**src/rtl/cidr_pkg.sv**
```systemverilog
// Package for the CIDR text to address range parser.
// Holds the transfer payload types, parser phase enum and character codes.
// No dependencies.
package cidr_pkg;

    localparam logic [7:0] CH_BANG  = 8'h21;
    localparam logic [7:0] CH_SLASH = 8'h2F;
    localparam logic [7:0] CH_DOT   = 8'h2E;
    localparam logic [7:0] CH_SPACE = 8'h20;
    localparam logic [7:0] CH_ZERO  = 8'h30;
    localparam logic [7:0] CH_NINE  = 8'h39;

    localparam logic [7:0] OCTET_MAX  = 8'd255;
    localparam logic [5:0] PREFIX_MAX = 6'd32;

    typedef enum logic [2:0] {
        PH_START,
        PH_OCTET,
        PH_AFTER4,
        PH_PREFIX,
        PH_IGNORE
    } t_phase;

    typedef struct packed {
        logic [7:0] text_char;
        logic       last_char;
    } t_in;

    typedef struct packed {
        logic [31:0] low_addr;
        logic [31:0] high_addr;
        logic        inverted;
        logic [5:0]  prefix_len;
        logic        value_clipped;
    } t_out;

endpackage

```
**src/rtl/cidr_parse_core.sv**
```systemverilog
// Parser state machine and accumulators, one character per step.
// Produces the range result from the updated state on the last character.
// Depends on cidr_pkg.
module cidr_parse_core
    import cidr_pkg::*;
(
    input  logic       i_clk,
    input  logic       i_rst_n,
    input  logic       i_step,
    input  t_in        i_item,
    output t_out       o_res
);

    t_phase      r_phase, n_phase;
    logic [1:0]  r_idx, n_idx;
    logic [7:0]  r_acc, n_acc;
    logic        r_stop, n_stop;
    logic [31:0] r_addr, n_addr;
    logic [5:0]  r_pfx, n_pfx;
    logic        r_inv, n_inv;
    logic        r_clip, n_clip;

    logic [7:0]  w_c;
    logic        w_digit;
    logic [3:0]  w_d;
    logic [11:0] w_oct_sum;
    logic [7:0]  w_oct_sat;
    logic        w_oct_over;
    logic [8:0]  w_pfx_sum;
    logic [5:0]  w_pfx_sat;
    logic [4:0]  w_sh;
    logic        w_oct_path;
    logic [31:0] w_mask;

    assign w_c        = i_item.text_char;
    assign w_digit    = (w_c >= CH_ZERO) && (w_c <= CH_NINE);
    assign w_d        = w_c[3:0];
    assign w_oct_sum  = {1'b0, r_acc, 3'b000} + {3'b000, r_acc, 1'b0} + {8'd0, w_d};
    assign w_oct_over = w_oct_sum > {4'd0, OCTET_MAX};
    assign w_oct_sat  = w_oct_over ? OCTET_MAX : w_oct_sum[7:0];
    assign w_pfx_sum  = {r_pfx, 3'b000} + {2'b00, r_pfx, 1'b0} + {5'd0, w_d};
    assign w_pfx_sat  = (w_pfx_sum > {3'd0, PREFIX_MAX}) ? PREFIX_MAX : w_pfx_sum[5:0];
    assign w_sh       = {2'd3 - r_idx, 3'b000};
    assign w_oct_path = (r_phase == PH_OCTET) || ((r_phase == PH_START) && (w_c != CH_BANG));

    // next phase
    always_comb begin
        n_phase = r_phase;
        case (r_phase)
            PH_START, PH_OCTET: begin
                if ((r_phase == PH_START) && (w_c == CH_BANG)) begin
                    n_phase = PH_OCTET;
                end else if (w_c == CH_DOT) begin
                    n_phase = (r_idx == 2'd3) ? PH_AFTER4 : PH_OCTET;
                end else if (w_c == CH_SPACE) begin
                    n_phase = PH_IGNORE;
                end else if (w_c == CH_SLASH) begin
                    n_phase = PH_PREFIX;
                end else begin
                    n_phase = PH_OCTET;
                end
            end
            PH_AFTER4: n_phase = (w_c == CH_SLASH) ? PH_PREFIX : PH_IGNORE;
            PH_PREFIX: n_phase = (w_c == CH_SPACE) ? PH_IGNORE : PH_PREFIX;
            PH_IGNORE: n_phase = PH_IGNORE;
            default:   n_phase = PH_IGNORE;
        endcase
    end

    // accumulator updates
    always_comb begin
        n_idx  = r_idx;
        n_acc  = r_acc;
        n_stop = r_stop;
        n_addr = r_addr;
        n_pfx  = r_pfx;
        n_inv  = r_inv;
        n_clip = r_clip;
        if ((r_phase == PH_START) && (w_c == CH_BANG)) begin
            n_inv = 1'b1;
        end else if (w_oct_path) begin
            if (w_c == CH_DOT) begin
                if (r_idx != 2'd3) begin
                    n_idx  = r_idx + 2'd1;
                    n_acc  = 8'd0;
                    n_stop = 1'b0;
                end
            end else if (w_c == CH_SPACE) begin
                n_stop = r_stop;
            end else if (w_c == CH_SLASH) begin
                n_pfx  = 6'd0;
                n_stop = 1'b0;
            end else if (w_digit && !r_stop) begin
                n_acc              = w_oct_sat;
                n_addr[w_sh +: 8]  = w_oct_sat;
                n_clip             = r_clip | w_oct_over;
            end else begin
                n_stop = 1'b1;
            end
        end else if (r_phase == PH_AFTER4) begin
            if (w_c == CH_SLASH) begin
                n_pfx  = 6'd0;
                n_stop = 1'b0;
            end
        end else if (r_phase == PH_PREFIX) begin
            if (w_c == CH_SPACE) begin
                n_stop = r_stop;
            end else if (w_digit && !r_stop) begin
                n_pfx = w_pfx_sat;
            end else begin
                n_stop = 1'b1;
            end
        end
    end

    assign w_mask = ~(32'hFFFF_FFFF >> n_pfx);

    always_comb begin
        o_res.low_addr      = n_addr & w_mask;
        o_res.high_addr     = n_addr | ~w_mask;
        o_res.inverted      = n_inv;
        o_res.prefix_len    = n_pfx;
        o_res.value_clipped = n_clip;
    end

    always_ff @(posedge i_clk) begin
        if (!i_rst_n || (i_step && i_item.last_char)) begin
            r_phase <= PH_START;
            r_idx   <= 2'd0;
            r_acc   <= 8'd0;
            r_stop  <= 1'b0;
            r_addr  <= 32'd0;
            r_pfx   <= PREFIX_MAX;
            r_inv   <= 1'b0;
            r_clip  <= 1'b0;
        end else if (i_step) begin
            r_phase <= n_phase;
            r_idx   <= n_idx;
            r_acc   <= n_acc;
            r_stop  <= n_stop;
            r_addr  <= n_addr;
            r_pfx   <= n_pfx;
            r_inv   <= n_inv;
            r_clip  <= n_clip;
        end
    end

endmodule

```
**src/rtl/cidr_out_reg.sv**
```systemverilog
// Result register for the output channel, holds a result while stalled.
// Depends on cidr_pkg.
module cidr_out_reg
    import cidr_pkg::*;
(
    input  logic i_clk,
    input  logic i_rst_n,
    input  logic i_load,
    input  t_out i_data,
    output logic o_busy,
    output logic o_valid,
    output t_out o_data,
    input  logic i_stall
);

    logic r_valid;
    t_out r_data;

    assign o_busy  = r_valid && i_stall;
    assign o_valid = r_valid;
    assign o_data  = r_data;

    always_ff @(posedge i_clk) begin
        if (!i_rst_n) begin
            r_valid <= 1'b0;
        end else if (i_load) begin
            r_valid <= 1'b1;
        end else if (!i_stall) begin
            r_valid <= 1'b0;
        end
    end

    always_ff @(posedge i_clk) begin
        if (i_load) begin
            r_data <= i_data;
        end
    end

endmodule

```
**src/rtl/cidr_text_to_address_range.sv**
```systemverilog
// Top level of the CIDR text to address range parser.
// Input register, parser core and result register.
// Depends on cidr_pkg, cidr_parse_core, cidr_out_reg.
//
// Usage:
//   Input channel (i_in_valid, i_in_data, o_in_stall) carries one ASCII
//   character of a rule [!]a.b.c.d[/n] per transfer, last_char set on the
//   final character. Output channel (o_out_valid, o_out_data, i_out_stall)
//   carries one result per rule: low and high address, invert flag,
//   prefix length and octet clip flag.
//   Throughput: one character per cycle while o_in_stall is low. Each
//   character is held in the input register and then parsed by the
//   parser core, which updates its accumulators as it takes the character.
//   Result path: the last character passes the input register, then the
//   result register, whose valid then carries the result out.
//   Reset: synchronous, active low; clears the input and result valids and
//   returns the parser to the start of a rule, prefix 32.
//   Stall: a result waits in the result register while i_out_stall is high.
//   Non-final characters keep flowing; a final character waits in the
//   input register, and o_in_stall rises, until the result register frees.
module cidr_text_to_address_range
    import cidr_pkg::*;
(
    input  logic i_clk,
    input  logic i_rst_n,
    input  logic i_in_valid,
    input  t_in  i_in_data,
    output logic o_in_stall,
    output logic o_out_valid,
    output t_out o_out_data,
    input  logic i_out_stall
);

    logic r_in_valid;
    t_in  r_in;
    logic w_adv;
    logic w_out_busy;
    t_out w_res;

    assign w_adv      = r_in_valid && (!r_in.last_char || !w_out_busy);
    assign o_in_stall = r_in_valid && !w_adv;

    always_ff @(posedge i_clk) begin
        if (!i_rst_n) begin
            r_in_valid <= 1'b0;
        end else if (!o_in_stall) begin
            r_in_valid <= i_in_valid;
        end
    end

    always_ff @(posedge i_clk) begin
        if (!o_in_stall) begin
            r_in <= i_in_data;
        end
    end

    cidr_parse_core u_core (
        .i_clk   (i_clk),
        .i_rst_n (i_rst_n),
        .i_step  (w_adv),
        .i_item  (r_in),
        .o_res   (w_res)
    );

    cidr_out_reg u_out (
        .i_clk   (i_clk),
        .i_rst_n (i_rst_n),
        .i_load  (w_adv && r_in.last_char),
        .i_data  (w_res),
        .o_busy  (w_out_busy),
        .o_valid (o_out_valid),
        .o_data  (o_out_data),
        .i_stall (i_out_stall)
    );

`ifndef SYNTHESIS
    a_stall_needs_item: assert property (@(posedge i_clk) disable iff (!i_rst_n)
        o_in_stall |-> r_in_valid)
        else $error("input stall without a held item");

    a_last_gives_result: assert property (@(posedge i_clk) disable iff (!i_rst_n)
        (w_adv && r_in.last_char) |=> o_out_valid)
        else $error("final character did not produce a result");

    a_prefix_range: assert property (@(posedge i_clk) disable iff (!i_rst_n)
        o_out_valid |-> (o_out_data.prefix_len <= PREFIX_MAX))
        else $error("prefix length above 32");

    a_range_order: assert property (@(posedge i_clk) disable iff (!i_rst_n)
        o_out_valid |-> ((o_out_data.low_addr & ~o_out_data.high_addr) == 32'd0))
        else $error("low address not covered by high address");
`endif

endmodule
```
**config.mk**
```make
export PLATFORM = sky130hd
export DESIGN_NAME = cidr_text_to_address_range
export DESIGN_NICKNAME = d
export VERILOG_FILES = /design/src/rtl/cidr_pkg.sv /design/src/rtl/cidr_parse_core.sv /design/src/rtl/cidr_out_reg.sv /design/src/rtl/cidr_text_to_address_range.sv
export SDC_FILE = /design/constraint.sdc
export NUM_CORES = 1
export LEC_CHECK = 0
export BUFFER_PORTS_ARGS = -buffer_cell sky130_fd_sc_hd__buf_2
export CAP_MARGIN = 20
export CORE_MARGIN = 10
export CORE_UTILIZATION = 50
export CTS_CLUSTER_DIAMETER = 80
export DETAILED_ROUTE_END_ITERATION = 16
export MAX_ROUTING_LAYER = met4
export PLACE_DENSITY = 0.68
export SYNTH_ARGS = -nofsm -noshare
export SYNTH_HDL_FRONTEND = slang
export SYNTH_HIERARCHICAL = 1
export SYNTH_SLANG_ARGS = --single-unit
export TNS_END_PERCENT = 50
```
**constraint.sdc**
```tcl
create_clock -name i_clk -period 8.79 [get_ports i_clk]
set_input_delay 1.758 -clock i_clk [delete_from_list [all_inputs] [get_ports i_clk]]
set_output_delay 1.758 -clock i_clk [all_outputs]
set_load 0.02 [all_outputs]
```
==> metrics.cfg <==
[status]
status = complete, no violations

[clocking]
clock_sinks = 137
clk_latency_ns = 0.42
cts_buffers = 17
cts_setup_buffers = 0
path_clk_slew_ns = 0.06
tritoncts = yes
root_buffer = clkbuf_16
ctsHoldBuffers = 0
clk_path_buf_depth = 2
cts.repair.resized = 0
htreeDepth = 4

[routing]
drcViolationCount = 0
drt_iter0_drc = 617
wirelength_um = 17700
wire_per_inst_um = 19.3
detail-route-antenna-nets = 0
via_per_inst = 6.04
first_pass_iters = 6
vias = 5543

[power_and_ir_drop]
p_per_area_nw_per_um2 = 193
p_leak_uw = 0.00313
ir_worst_vdd_uv = 138

[timing]
finalClockSkew_ns = 0.00944
fin_tns_setup_ns = 0
final_max_slew_viol_count = 0
fin_ws_ns = 4.19
setup_violations = 0
finalCriticalPeriod_ns = 4.60
fin_crit_sh = 0.523
fmax_mhz = 218
slew_headroom = 0.297
final-hold-violation-count = 0
rsz0062_at_grt = false
worst_slew_pin_slew_ns = 1.05

[grt]
grt_remaining_overflow = 0
antenna_found_initial = 0
first_global_vias = 5248
grt_pass1_wl_um = 27900
gr-usage-all-layers = 0.196
grt_start_max_net_pins = 46

[placed_design]
dpl_cell_area_um2 = 7340
port_buffers = 86
dp_slack_ns = 4.27
place_congestion = 0.913
hpwl_um = 13000

[job]
max_cap_viol_count = 0

[synth]
synth-adder-area-share = 0.0685
synth_area_um2 = 6830
synthFlopType = edfxtp_1
synth_warnings = 6
yosys_register_bits = 137
synth_compound_area_frac = 0.195
synth_simple_gate_area_frac = 0.168
syn_inst = 655
synth_mux_area_frac = 0.00751
synth_enable_flop_cells = 81
synthXorXnorAreaFrac = 0.00641
seq_area_frac_synth = 0.520
synth.net_count = 703
async_flop_share = 0
syn_avg_cell_area_um2 = 10.4
synth_top_family_by_area = compound AO/OA/AOI/OAI gates
yosysUniqueCellTypes = 68

[critical_path]
cp_cell_sequence = fa_1 -> fa_1 -> xor2_1 -> or4b_1 -> a211o_1 -> o41ai_4 -> inv_2 -> nor2_2 -> a21oi_1
critPathBufInv = 1
crit_family = compound AO/OA/AOI/OAI gates
arrival_ns = 4.73
cp-start-kind = register
slowest_stage = fa_1
end_kind = register
required_ns = 8.93
crit_top_cell = fa_1
critical_path_class = register to register
cpPeakStageDelay_ns = 0.57
crit_path_max_fanout = 21

[layout]
n_antenna_cell = 0
areaGrowthSynthToFinish_pct = 16.3
postLayoutCellArea_um2 = 7940
drive_above_1_share = 0.198
final_nets = 776
num-fill-cells = 1102

[floorplan]
row_count = 42
dieArea_um2 = 18700
core_um2 = 13300
die_w_um = 137
initial_utilization = 0.514
die_h_um = 137
io_pins = 87

[worst_hold_path]
hold_class = register to register

[power by group]
part           internal [uW]  switching, uW  total (uW)
Combinational           31.7           74.5         106
Sequential               696           11.7         708
Clock                    449            272         721
[final cells by class]
| cell class | instances | area [um2] | share of cell area |
|---|---|---|---|
| repair buffers | 90 | 458 | 0.0576 |
| clock inverters | 13 | 169 | 0.0213 |
| well taps | 176 | 220 | 0.0277 |
| inverters | 13 | 53.8 | 0.00677 |
| flip-flops and latches | 137 | 3550 | 0.447 |
| clock buffers | 19 | 433 | 0.0545 |
| multi-input cells | 469 | 3060 | 0.385 |
[kinds of logic (layout without fill, tap and decap cells)]
kind of cell    count (synthesis)  in the layout
buf+inv                        49            135
simple gates                  222            222
mux                             5              5
fa+ha+maj                      35             35
xor+xnor                        5              5
compound gates                202            202
flops                         137            137
[layout by cell type (no fill, tap or decap), drive strengths merged, types with 15 or more instances in the layout]
cell type and n:
or3 15, nand3 24, a21oi 60, a22oi 33, buf 90, nor3 18, clkbuf 19, o21ai 40
ha 31, dfxtp 56, nand2 49, nor2 69, edfxtp 81
[registers in the layout, indices dropped and copies added, names as in the netlist]
signal / cells
u_out/o_data: 72
u_core/r_addr: 32
r_in: 9
u_core/r_acc: 8
u_core/r_pfx: 6
u_core/r_phase: 3
u_core/r_idx: 2
r_in_valid: 1
u_core/r_clip: 1
u_core/r_inv: 1
u_core/r_stop: 1
u_out/o_valid: 1
[cells in the mapped netlist, types with 5 or more instances]
cell type / n / area [um2]
nand2b_1: 8 / 50.1
o21ai_0: 39 / 195
or3_1: 15 / 93.8
clkbuf_1: 24 / 90.1
nor3_1: 15 / 75.1
nor3b_1: 9 / 67.6
nand3_1: 23 / 115
nand4_1: 5 / 31.3
edfxtp_1: 81 / 2430
o31a_1: 11 / 96.3
nor2b_1: 5 / 31.3
a21oi_1: 60 / 300
a211o_1: 5 / 43.8
nor2_1: 68 / 255
a211oi_1: 13 / 97.6
a22oi_1: 33 / 248
ha_1: 31 / 388
a21o_1: 6 / 45.0
nand2_1: 49 / 184
dfxtp_1: 56 / 1120
inv_1: 8 / 30.0
[metrics by stage]
step | hold slack (ns) | cells | power (uW) | util
CTS | 0.453 | 916 | 1550 | 0.597
global route | 0.481 | 917 | 1590 | 0.597
floorplan | 0.432 | 655 | 794 | -
finish | 0.450 | 917 | 1540 | 0.597
detailed placement | 0.445 | 884 | 827 | 0.552
global placement | 0.439 | 884 | 823 | 0.552
[path summary, 6_finish.rpt]
kind	start	end	slack (ns)	depth (start not counted)
worst min register to register	u_core/r_addr[10]	u_core/r_addr[10]	0.45	2
worst max register to register	r_in[4]	u_out/o_data[62]	4.19	9
worst max-delay path	r_in[4]	u_out/o_data[62]	4.19	9
worst min-delay path	u_core/r_addr[10]	u_core/r_addr[10]	0.45	2
[tightest hold or removal path: stages, from the launching register on]
cell	delay [ns]
dfxtp_1	0.31
nand2_1	0.05
a21oi_1	0.05
[layer usage]
| metal | vias up | track usage | share of wire |
|---|---|---|---|
| met5 | - | - | 0 |
| met4 | 0 | 0.0749 | 0.020 |
| met3 | 31 | 0.0627 | 0.095 |
| met2 | 271 | 0.296 | 0.46 |
| met1 | 2620 | 0.241 | 0.43 |
| li1 | 2621 | - | - |
(Power assumes the default switching activity.)
